[config.mk]
export PLATFORM = sky130hd
export DESIGN_NAME = radix_digit_converter_flat
export DESIGN_NICKNAME = d
export VERILOG_FILES = /design/src/rtl/core/rdc_pkg.sv /design/src/rtl/core/rdc_channels.sv /design/src/rtl/core/rdc_ram.sv /design/src/rtl/core/rdc_div_unit.sv /design/src/rtl/core/radix_digit_converter.sv /design/src/flat_wrapper.sv
export VERILOG_INCLUDE_DIRS = /design/src /design/src/rtl/core
export SDC_FILE = /design/constraint.sdc
export NUM_CORES = 2
export LEC_CHECK = 0
export ABC_AREA = 0
export BUFFER_PORTS_ARGS = -buffer_cell sky130_fd_sc_hd__buf_4
export CAP_MARGIN = 10
export CORE_ASPECT_RATIO = 0.6
export CORE_UTILIZATION = 57
export DETAILED_ROUTE_END_ITERATION = 10
export MAX_ROUTING_LAYER = met4
export PLACE_DENSITY = 0.73
export SYNTH_ARGS = -nofsm -noshare
export SYNTH_HDL_FRONTEND = slang
export SYNTH_HIERARCHICAL = 1
export SYNTH_SLANG_ARGS = --single-unit
[constraint.sdc]
create_clock -name clk -period 9.75 [get_ports clk]
set_input_delay 2.4375 -clock clk [delete_from_list [all_inputs] [get_ports clk]]
set_output_delay 2.4375 -clock clk [all_outputs]
set_load 0.01 [all_outputs]
[src/rtl/core/radix_digit_converter_macros.svh]
// ----------------------------------------------------------------------------
// radix_digit_converter_macros
// Assertion macros shared by the converter; empty when synthesizing.
// ----------------------------------------------------------------------------
`ifndef RADIX_DIGIT_CONVERTER_MACROS_SVH
`define RADIX_DIGIT_CONVERTER_MACROS_SVH

`ifndef SYNTHESIS
`define RDC_ASSERT_IMP(label, ante, cons) \
  label: assert property (@(posedge clk) disable iff (rst) (ante) |-> (cons)) \
    else $error("radix_digit_converter: assertion failed");
`define RDC_ASSERT_NEXT(label, ante, cons) \
  label: assert property (@(posedge clk) disable iff (rst) (ante) |=> (cons)) \
    else $error("radix_digit_converter: assertion failed");
`else
`define RDC_ASSERT_IMP(label, ante, cons)
`define RDC_ASSERT_NEXT(label, ante, cons)
`endif

`endif

[src/rtl/core/rdc_pkg.sv]
// ----------------------------------------------------------------------------
// rdc_pkg
// Widths, constants, state encoding and helpers for the radix converter.
// ----------------------------------------------------------------------------
package rdc_pkg;

  localparam int VALUE_W     = 32;
  localparam int RADIX_IN_W  = 8;
  localparam int CHAR_W      = 7;
  localparam int DIGIT_W     = 4;

  localparam int VALUE_BITS  = 31;
  localparam int STORE_DEPTH = 32;
  localparam int ADDR_W      = $clog2(STORE_DEPTH);
  localparam int COUNT_W     = ADDR_W + 1;

  localparam int RADIX_MIN   = 2;
  localparam int RADIX_MAX   = 16;
  localparam int RADIX_W     = $clog2(RADIX_MAX + 1);
  localparam int REM_W       = RADIX_W + 1;

  localparam int RECIP_SHIFT = VALUE_BITS + 1;
  localparam int RECIP_W     = VALUE_BITS + 1;
  localparam int PROD_W      = VALUE_BITS + RECIP_W;
  localparam logic [63:0] RECIP_ONE = 64'd1 << RECIP_SHIFT;

  localparam logic [DIGIT_W-1:0] DECIMAL_LIMIT = 4'd10;
  localparam logic [CHAR_W-1:0]  CHAR_ZERO     = 7'h30;
  localparam logic [CHAR_W-1:0]  CHAR_UPPER_A  = 7'h41;

  typedef enum logic [2:0] {
    ST_IDLE,
    ST_MUL,
    ST_FIX,
    ST_FETCH,
    ST_SEND,
    ST_ERR
  } state_t;

  // floor(2^RECIP_SHIFT / r), the quotient estimate is low by at most one
  function automatic logic [RECIP_W-1:0] recip(input logic [RADIX_W-1:0] r);
    logic [RECIP_W-1:0] m;
    case (r)
      5'd2:    m = RECIP_W'(RECIP_ONE / 2);
      5'd3:    m = RECIP_W'(RECIP_ONE / 3);
      5'd4:    m = RECIP_W'(RECIP_ONE / 4);
      5'd5:    m = RECIP_W'(RECIP_ONE / 5);
      5'd6:    m = RECIP_W'(RECIP_ONE / 6);
      5'd7:    m = RECIP_W'(RECIP_ONE / 7);
      5'd8:    m = RECIP_W'(RECIP_ONE / 8);
      5'd9:    m = RECIP_W'(RECIP_ONE / 9);
      5'd10:   m = RECIP_W'(RECIP_ONE / 10);
      5'd11:   m = RECIP_W'(RECIP_ONE / 11);
      5'd12:   m = RECIP_W'(RECIP_ONE / 12);
      5'd13:   m = RECIP_W'(RECIP_ONE / 13);
      5'd14:   m = RECIP_W'(RECIP_ONE / 14);
      5'd15:   m = RECIP_W'(RECIP_ONE / 15);
      5'd16:   m = RECIP_W'(RECIP_ONE / 16);
      default: m = '0;
    endcase
    return m;
  endfunction

  function automatic logic [CHAR_W-1:0] digit_to_ascii(input logic [DIGIT_W-1:0] d);
    logic [CHAR_W-1:0] c;
    if (d >= DECIMAL_LIMIT) begin
      c = CHAR_UPPER_A + CHAR_W'(d - DECIMAL_LIMIT);
    end else begin
      c = CHAR_ZERO + CHAR_W'(d);
    end
    return c;
  endfunction

endpackage

[src/rtl/core/rdc_channels.sv]
// ----------------------------------------------------------------------------
// rdc_channels
// Request and result channel interfaces with valid/ready handshake.
// ----------------------------------------------------------------------------
interface rdc_in_if;
  logic                                 valid;
  logic                                 ready;
  logic signed [rdc_pkg::VALUE_W-1:0]   value;
  logic        [rdc_pkg::RADIX_IN_W-1:0] radix;

  modport source (output valid, output value, output radix, input ready);
  modport sink   (input valid, input value, input radix, output ready);
endinterface

interface rdc_out_if;
  logic                          valid;
  logic                          ready;
  logic [rdc_pkg::CHAR_W-1:0]    digit_char;
  logic                          error;
  logic                          last;

  modport source (output valid, output digit_char, output error, output last, input ready);
  modport sink   (input valid, input digit_char, input error, input last, output ready);
endinterface

[src/rtl/core/rdc_ram.sv]
// ----------------------------------------------------------------------------
// rdc_ram
// Generic single write port, single read port RAM with registered read.
// ----------------------------------------------------------------------------
module rdc_ram #(
  parameter int WIDTH = 4,
  parameter int DEPTH = 32
) (
  input  logic                     clk,
  input  logic                     we,
  input  logic [$clog2(DEPTH)-1:0] waddr,
  input  logic [WIDTH-1:0]         wdata,
  input  logic [$clog2(DEPTH)-1:0] raddr,
  output logic [WIDTH-1:0]         rdata
);

  logic [WIDTH-1:0] mem [DEPTH];

  always_ff @(posedge clk) begin
    if (we) begin
      mem[waddr] <= wdata;
    end
    rdata <= mem[raddr];
  end

endmodule

[src/rtl/core/rdc_div_unit.sv]
// ----------------------------------------------------------------------------
// rdc_div_unit
// Shared divide-by-radix step: reciprocal multiply, then one-step correction.
// ----------------------------------------------------------------------------
module rdc_div_unit (
  input  logic                            clk,
  input  logic                            start,
  input  logic [rdc_pkg::VALUE_BITS-1:0]  dividend,
  input  logic [rdc_pkg::RADIX_W-1:0]     divisor,
  output logic [rdc_pkg::VALUE_BITS-1:0]  quotient,
  output logic [rdc_pkg::DIGIT_W-1:0]     remainder
);
  import rdc_pkg::*;

  logic [PROD_W-1:0]     prod_in;
  logic [PROD_W-1:0]     prod;
  logic [VALUE_BITS-1:0] num;
  logic [RADIX_W-1:0]    den;
  logic [VALUE_BITS-1:0] est;
  logic [REM_W-1:0]      back_lo;
  logic [REM_W-1:0]      diff;
  logic                  fix;

  assign prod_in = PROD_W'(dividend) * PROD_W'(recip(divisor));

  always_ff @(posedge clk) begin
    if (start) begin
      prod <= prod_in;
      num  <= dividend;
      den  <= divisor;
    end
  end

  // remainder is below twice the radix, so only the low bits matter
  assign est      = prod[RECIP_SHIFT +: VALUE_BITS];
  assign back_lo  = REM_W'(est[REM_W-1:0] * REM_W'(den));
  assign diff     = num[REM_W-1:0] - back_lo;
  assign fix      = diff >= REM_W'(den);
  assign quotient = fix ? est + VALUE_BITS'(1) : est;
  assign remainder = fix ? DIGIT_W'(diff - REM_W'(den)) : DIGIT_W'(diff);

endmodule

[src/rtl/core/radix_digit_converter.sv]
// ----------------------------------------------------------------------------
// radix_digit_converter
// Integer to ASCII digit string in a radix from 2 to 16.
// ----------------------------------------------------------------------------
// din carries one request: a signed 32-bit value and an 8-bit radix.
// dout returns the digits as ASCII characters, most significant first,
// '0'-'9' then 'A'-'F', with last set on the final character. A zero value
// gives the single character '0'. A radix outside 2..16 or a negative value
// gives one result with error and last set and digit_char zero.
// Each digit passes through the shared divide unit as a reciprocal
// multiply, then correction and store write; each character is a digit
// store read, then a send. din.ready is high only between requests.
// When the receiver stalls, the pending character holds on dout until
// taken. Reset returns the sequencer to idle; the digit store needs no
// clearing since only digits of the current request are read.
// ----------------------------------------------------------------------------
`include "radix_digit_converter_macros.svh"

module radix_digit_converter (
  input  logic      clk,
  input  logic      rst,
  rdc_in_if.sink    din,
  rdc_out_if.source dout
);
  import rdc_pkg::*;

  state_t                state;
  state_t                state_next;
  logic [VALUE_BITS-1:0] quot;
  logic [RADIX_W-1:0]    radix_r;
  logic [COUNT_W-1:0]    digit_count;
  logic [ADDR_W-1:0]     rptr;

  logic                  in_bad;
  logic                  div_start;
  logic [VALUE_BITS-1:0] div_quot;
  logic [DIGIT_W-1:0]    div_rem;
  logic                  ram_we;
  logic [DIGIT_W-1:0]    ram_rdata;

  assign in_bad = (din.radix < RADIX_MIN) || (din.radix > RADIX_MAX) ||
                  (din.value[VALUE_W-1:VALUE_BITS] != '0);

  rdc_div_unit u_div (
    .clk       (clk),
    .start     (div_start),
    .dividend  (quot),
    .divisor   (radix_r),
    .quotient  (div_quot),
    .remainder (div_rem)
  );

  rdc_ram #(
    .WIDTH (DIGIT_W),
    .DEPTH (STORE_DEPTH)
  ) u_store (
    .clk   (clk),
    .we    (ram_we),
    .waddr (digit_count[ADDR_W-1:0]),
    .wdata (div_rem),
    .raddr (rptr),
    .rdata (ram_rdata)
  );

  always_comb begin
    state_next = state;
    unique case (state)
      ST_IDLE: begin
        if (din.valid) begin
          state_next = in_bad ? ST_ERR : ST_MUL;
        end
      end
      ST_MUL: begin
        state_next = ST_FIX;
      end
      ST_FIX: begin
        state_next = (div_quot == '0) ? ST_FETCH : ST_MUL;
      end
      ST_FETCH: begin
        state_next = ST_SEND;
      end
      ST_SEND: begin
        if (dout.ready) begin
          state_next = (rptr == '0) ? ST_IDLE : ST_FETCH;
        end
      end
      ST_ERR: begin
        if (dout.ready) begin
          state_next = ST_IDLE;
        end
      end
      default: state_next = ST_IDLE;
    endcase
  end

  always_comb begin
    din.ready       = 1'b0;
    div_start       = 1'b0;
    ram_we          = 1'b0;
    dout.valid      = 1'b0;
    dout.error      = 1'b0;
    dout.last       = 1'b0;
    dout.digit_char = digit_to_ascii(ram_rdata);
    unique case (state)
      ST_IDLE:  din.ready = 1'b1;
      ST_MUL:   div_start = 1'b1;
      ST_FIX:   ram_we    = 1'b1;
      ST_FETCH: ;
      ST_SEND: begin
        dout.valid = 1'b1;
        dout.last  = (rptr == '0);
      end
      ST_ERR: begin
        dout.valid      = 1'b1;
        dout.error      = 1'b1;
        dout.last       = 1'b1;
        dout.digit_char = '0;
      end
      default: ;
    endcase
  end

  always_ff @(posedge clk) begin
    if (rst) begin
      state       <= ST_IDLE;
      quot        <= '0;
      digit_count <= '0;
      rptr        <= '0;
    end else begin
      state <= state_next;
      case (state)
        ST_IDLE: begin
          if (din.valid && !in_bad) begin
            quot        <= din.value[VALUE_BITS-1:0];
            radix_r     <= din.radix[RADIX_W-1:0];
            digit_count <= '0;
          end
        end
        ST_FIX: begin
          quot        <= div_quot;
          digit_count <= digit_count + COUNT_W'(1);
          if (div_quot == '0) begin
            rptr <= digit_count[ADDR_W-1:0];
          end
        end
        ST_SEND: begin
          if (dout.ready && (rptr != '0)) begin
            rptr <= rptr - ADDR_W'(1);
          end
        end
        default: ;
      endcase
    end
  end

  `RDC_ASSERT_IMP(a_no_overlap, din.ready, !dout.valid)
  `RDC_ASSERT_IMP(a_err_shape, dout.valid && dout.error, dout.last && (dout.digit_char == '0))
  `RDC_ASSERT_NEXT(a_err_resp, din.valid && din.ready && in_bad, dout.valid && dout.error)
  `RDC_ASSERT_NEXT(a_ok_resp, din.valid && din.ready && !in_bad, !dout.valid && !din.ready)

endmodule
[src/flat_wrapper.sv]
// flat-port wrapper written by rule: the top's interface ports become plain ports
module radix_digit_converter_flat import rdc_pkg::*;
  (clk, rst, din_valid, din_value, din_radix, din_ready, dout_valid, dout_digit_char, dout_error, dout_last, dout_ready);
  rdc_in_if din_i ();
  rdc_out_if dout_i ();
  input  logic clk;
  input  logic rst;
  input wire logic [$bits(din_i.valid)-1:0] din_valid;
  input wire logic [$bits(din_i.value)-1:0] din_value;
  input wire logic [$bits(din_i.radix)-1:0] din_radix;
  output wire logic [$bits(din_i.ready)-1:0] din_ready;
  output wire logic [$bits(dout_i.valid)-1:0] dout_valid;
  output wire logic [$bits(dout_i.digit_char)-1:0] dout_digit_char;
  output wire logic [$bits(dout_i.error)-1:0] dout_error;
  output wire logic [$bits(dout_i.last)-1:0] dout_last;
  input wire logic [$bits(dout_i.ready)-1:0] dout_ready;
  assign din_i.valid = din_valid;
  assign din_i.value = din_value;
  assign din_i.radix = din_radix;
  assign din_ready = din_i.ready;
  assign dout_valid = dout_i.valid;
  assign dout_digit_char = dout_i.digit_char;
  assign dout_error = dout_i.error;
  assign dout_last = dout_i.last;
  assign dout_i.ready = dout_ready;
  radix_digit_converter u_core (.clk(clk), .rst(rst), .din(din_i), .dout(dout_i));
endmodule
==> results_dict.tcl <==
set metrics [dict create \
    status "completed" \
    p_int_mw 4.263 \
    synthCells 3964 \
    htreeDepth 1 \
    synth_area_sq_um 40450 \
    cts.hold.buffers_added 0 \
    grt.total_usage 0.3663 \
    synth_nets 5163 \
    ys_types 77 \
    ys_warn_count 6 \
    cts_num_sinks 223 \
    synth.ff_latch_count 223 \
    port_buffers 54 \
    grt_max_degree 46 \
    synth-edff-count 175 \
    clk_path_buf_depth 3 \
    hp-start "u_core/quot[1]" \
    layout_common_cells "inv_1 (924), fa_1 (869), nand2_1 (446)" \
    dr.first_iter.drc_count 3361 \
    sequentialPowerShare 0.345 \
    grt_pass1_vias 29715 \
    period_minus_slack_ns 9.480 \
    final_max_slew_viol_count 0 \
    r2r-start "u_core/radix_r[0]" \
    clock_latency_ns 0.54 \
    routabilityCongestion 1.080 \
    worst_pin_slew_ns 1.227 \
    firstDrtPassIters 6 \
    antenna_found_initial 4 \
    slew_headroom 0.1812 \
    clockPowerShare 0.120 \
    hold_depth 2 \
    power.density_nw_per_um2 170.4 \
    worstPathMaxFanout 9 \
    crit_path_start_kind "flop" \
    fin_crit_sh 0.9723 \
    drt-wirelength-per-cell_microns 25.20 \
    root_buffer "clkbuf_16" \
    cp_data_required_time_ns 10.08 \
    min_to "u_core/quot[1]" \
    synth_area_per_cell_sq_um 10.20 \
    critPathMaxStageDelay_ns 0.70 \
    antenna_left 0 \
    core.rowCount 75 \
    hold_violations 0 \
    rrSetupSlack_ns 0.27 \
    avgViaCountPerCell 5.847 \
    drc 0 \
    setup_violations 0 \
    fin_tns_setup_ns 0 \
    dp_hpwl_mm 101.7 \
    pin_count 55 \
    fin_skew_ns 0.03489 \
    dominantRegCellSynth "edfxtp_1" \
    fillers 5836 \
    rsz0062_at_grt "no" \
    die_x_microns 345.9 \
    coreArea_sq_um 70000 \
    slowest_stage "a211oi_4" \
    p_total_mw 7.344 \
    criticalPathCategory "flop to flop" \
    final_common_cell "inv_1" \
    p_leak_nw 21.62 \
    nets 5156 \
    hold_class "flop to flop" \
    layout-drive-gt1-share 0.07450 \
    vias 28652 \
    overflow 0 \
    power_switching_mw 3.081 \
    async_flop_share 0 \
    drt_wl_total_mm 123.5 \
    reg2reg_depth 29 \
    hold_slack_ns 0.4610 \
    swShare 0.4196 \
    combPwrFrac 0.535 \
    fmax_ghz 0.1055 \
    ys_seq_area_frac 0.1537 \
    clk_pin_slew_ns 0.06 \
    die_area_sq_um 72070 \
    areaGrowthSynthToFinish_pct 6.520 \
    worst_r2r_endpoint "u_core/u_div/prod[62]" \
    start_util 0.5778 \
    die_h_microns 208.4 \
    cts_made_buffers 22 \
    crit_path_end_kind "flop" \
    ir_drop_mv 1.039 \
    critPathMostFrequentCell "fa_1" \
    cts_tree "yes" \
    worst_ep_arrival_time_ns 9.81 \
    cap_violations 0 \
    grt_pass1_wl_mm 188.7 \
]
==> worst max-delay path, delay by kind of cell, from the launching register on <==
family	cells	cell delay (ns)
buf+inv	5	0.81
flops	1	0.52
compound gates	9	2.42
fa+ha+maj	10	4.42
simple gates	5	1.06
==> final cells by class <==
cell class / count / area, sq um / share of cell area
diodes: 3 / 7.507 / 0.0001742
clock buffers: 28 / 593.1 / 0.01376
clock inverters: 12 / 163.9 / 0.003804
inverters: 925 / 3472 / 0.08058
multi-input cells: 2638 / 30170 / 0.7002
flip-flops and latches: 223 / 6217 / 0.1443
well taps: 924 / 1156 / 0.02683
repair buffers: 147 / 1306 / 0.03032
==> registers in the layout, indices dropped and copies added (netlist names) <==
| register | cells |
|---|---|
| u_core/u_div/prod | 31 |
| u_core/rptr | 5 |
| u_core/digit_count | 5 |
| u_core/state | 3 |
| u_core/u_div/num | 6 |
| u_core/u_store/mem | 128 |
| u_core/radix_r | 5 |
| u_core/quot | 31 |
| u_core/u_store/rdata | 4 |
| u_core/u_div/den | 5 |
==> through the flow <==
step           cell area [sq um]  setup slack (ns)  std cells  utilization
4_1_cts                    43000            0.3186       4894       0.6142
5_1_grt                    43080          0.009909       4897       0.6154
6_report                   43090            0.2698       4900       0.6155
2_1_floorplan              40450             1.224       3964            -
3_3_place_gp               42240            0.5066       4854       0.6034
3_5_place_dp               42240            0.3866       4854       0.6034
==> cells by family after synthesis <==
family,after synthesis,share of synthesized area
XOR/XNOR,85,0.01840
multiplexers,53,0.02573
buffers and inverters,1103,0.1039
AO/OA/AOI/OAI,289,0.04853
AND/OR/NAND/NOR,1056,0.1312
adder cells (fa/ha/maj),1155,0.5185
flip-flops,223,0.1537
==> synth_stat cells, drive strengths merged, types with 5 or more instances <==
master	number	share of area
nand3	37	0.0046
nand2	448	0.042
a21oi	110	0.014
mux4	40	0.022
nand2b	15	0.0023
o21ai	33	0.0041
nor2b	15	0.0023
buf	31	0.0045
inv	925	0.086
o21a	6	0.0011
a211oi	17	0.0041
and2	346	0.054
xor2	24	0.0052
edfxtp	175	0.13
a22oi	33	0.0061
or3	7	0.0012
mux2i	5	0.0012
a311oi	5	0.0014
nand4	24	0.0037
fa	869	0.43
nor3	22	0.0031
o21bai	5	0.00093
and3	8	0.0012
clkbuf	147	0.014
dfxtp	48	0.024
nand3b	7	0.0013
or2	6	0.00099
nor2	87	0.0081
nor4	16	0.0033
ha	286	0.088
a21o	38	0.0071
a41oi	6	0.0017
mux2	8	0.0022
xnor2	61	0.013
==> worst max-delay path by stage <==
stage | from | to | slack [ns]
3_3_place_gp | u_core/radix_r[2] | u_core/u_div/prod[62] | 0.51
6_report | u_core/radix_r[0] | u_core/u_div/prod[62] | 0.27
4_1_cts | u_core/radix_r[0] | u_core/u_div/prod[62] | 0.32
2_1_floorplan | u_core/radix_r[0] | u_core/u_div/prod[50] | 1.22
3_5_place_dp | u_core/radix_r[0] | u_core/u_div/prod[56] | 0.39
5_1_grt | u_core/radix_r[0] | u_core/u_div/prod[50] | 0.01
==> power groups by stage <==
stage | clock network [mW] | registers (mW) | logic [mW]
floorplan | 0 | 2.31 | 2.15
global route | 0.931 | 2.54 | 4.23
CTS | 0.896 | 2.57 | 3.38
finish | 0.885 | 2.53 | 3.93
detailed placement | 0 | 2.57 | 3.34
global placement | 0 | 2.58 | 3.26
==> routing by layer <==
layer	track usage	routed length [microns]	part of all wire	vias to the layer above
met5	-	0	0	-
met4	0.03510	1426	0.012	0
met3	0.1790	23260	0.19	113
met2	0.4447	45620	0.37	1955
met1	0.5574	53190	0.43	14525
li1	-	-	-	12059
==> repair_timing <==
| item | 4_1_cts | 5_1_grt |
|---|---|---|
| endpoints found under the hold margin | 0 | 0 |
| setup buffers | 0 | 1 |
| endpoints found under the setup margin | 0 | 4 |
| resized for setup | 0 | 1 |
Note: power is estimated with default switching activity, not from simulation.
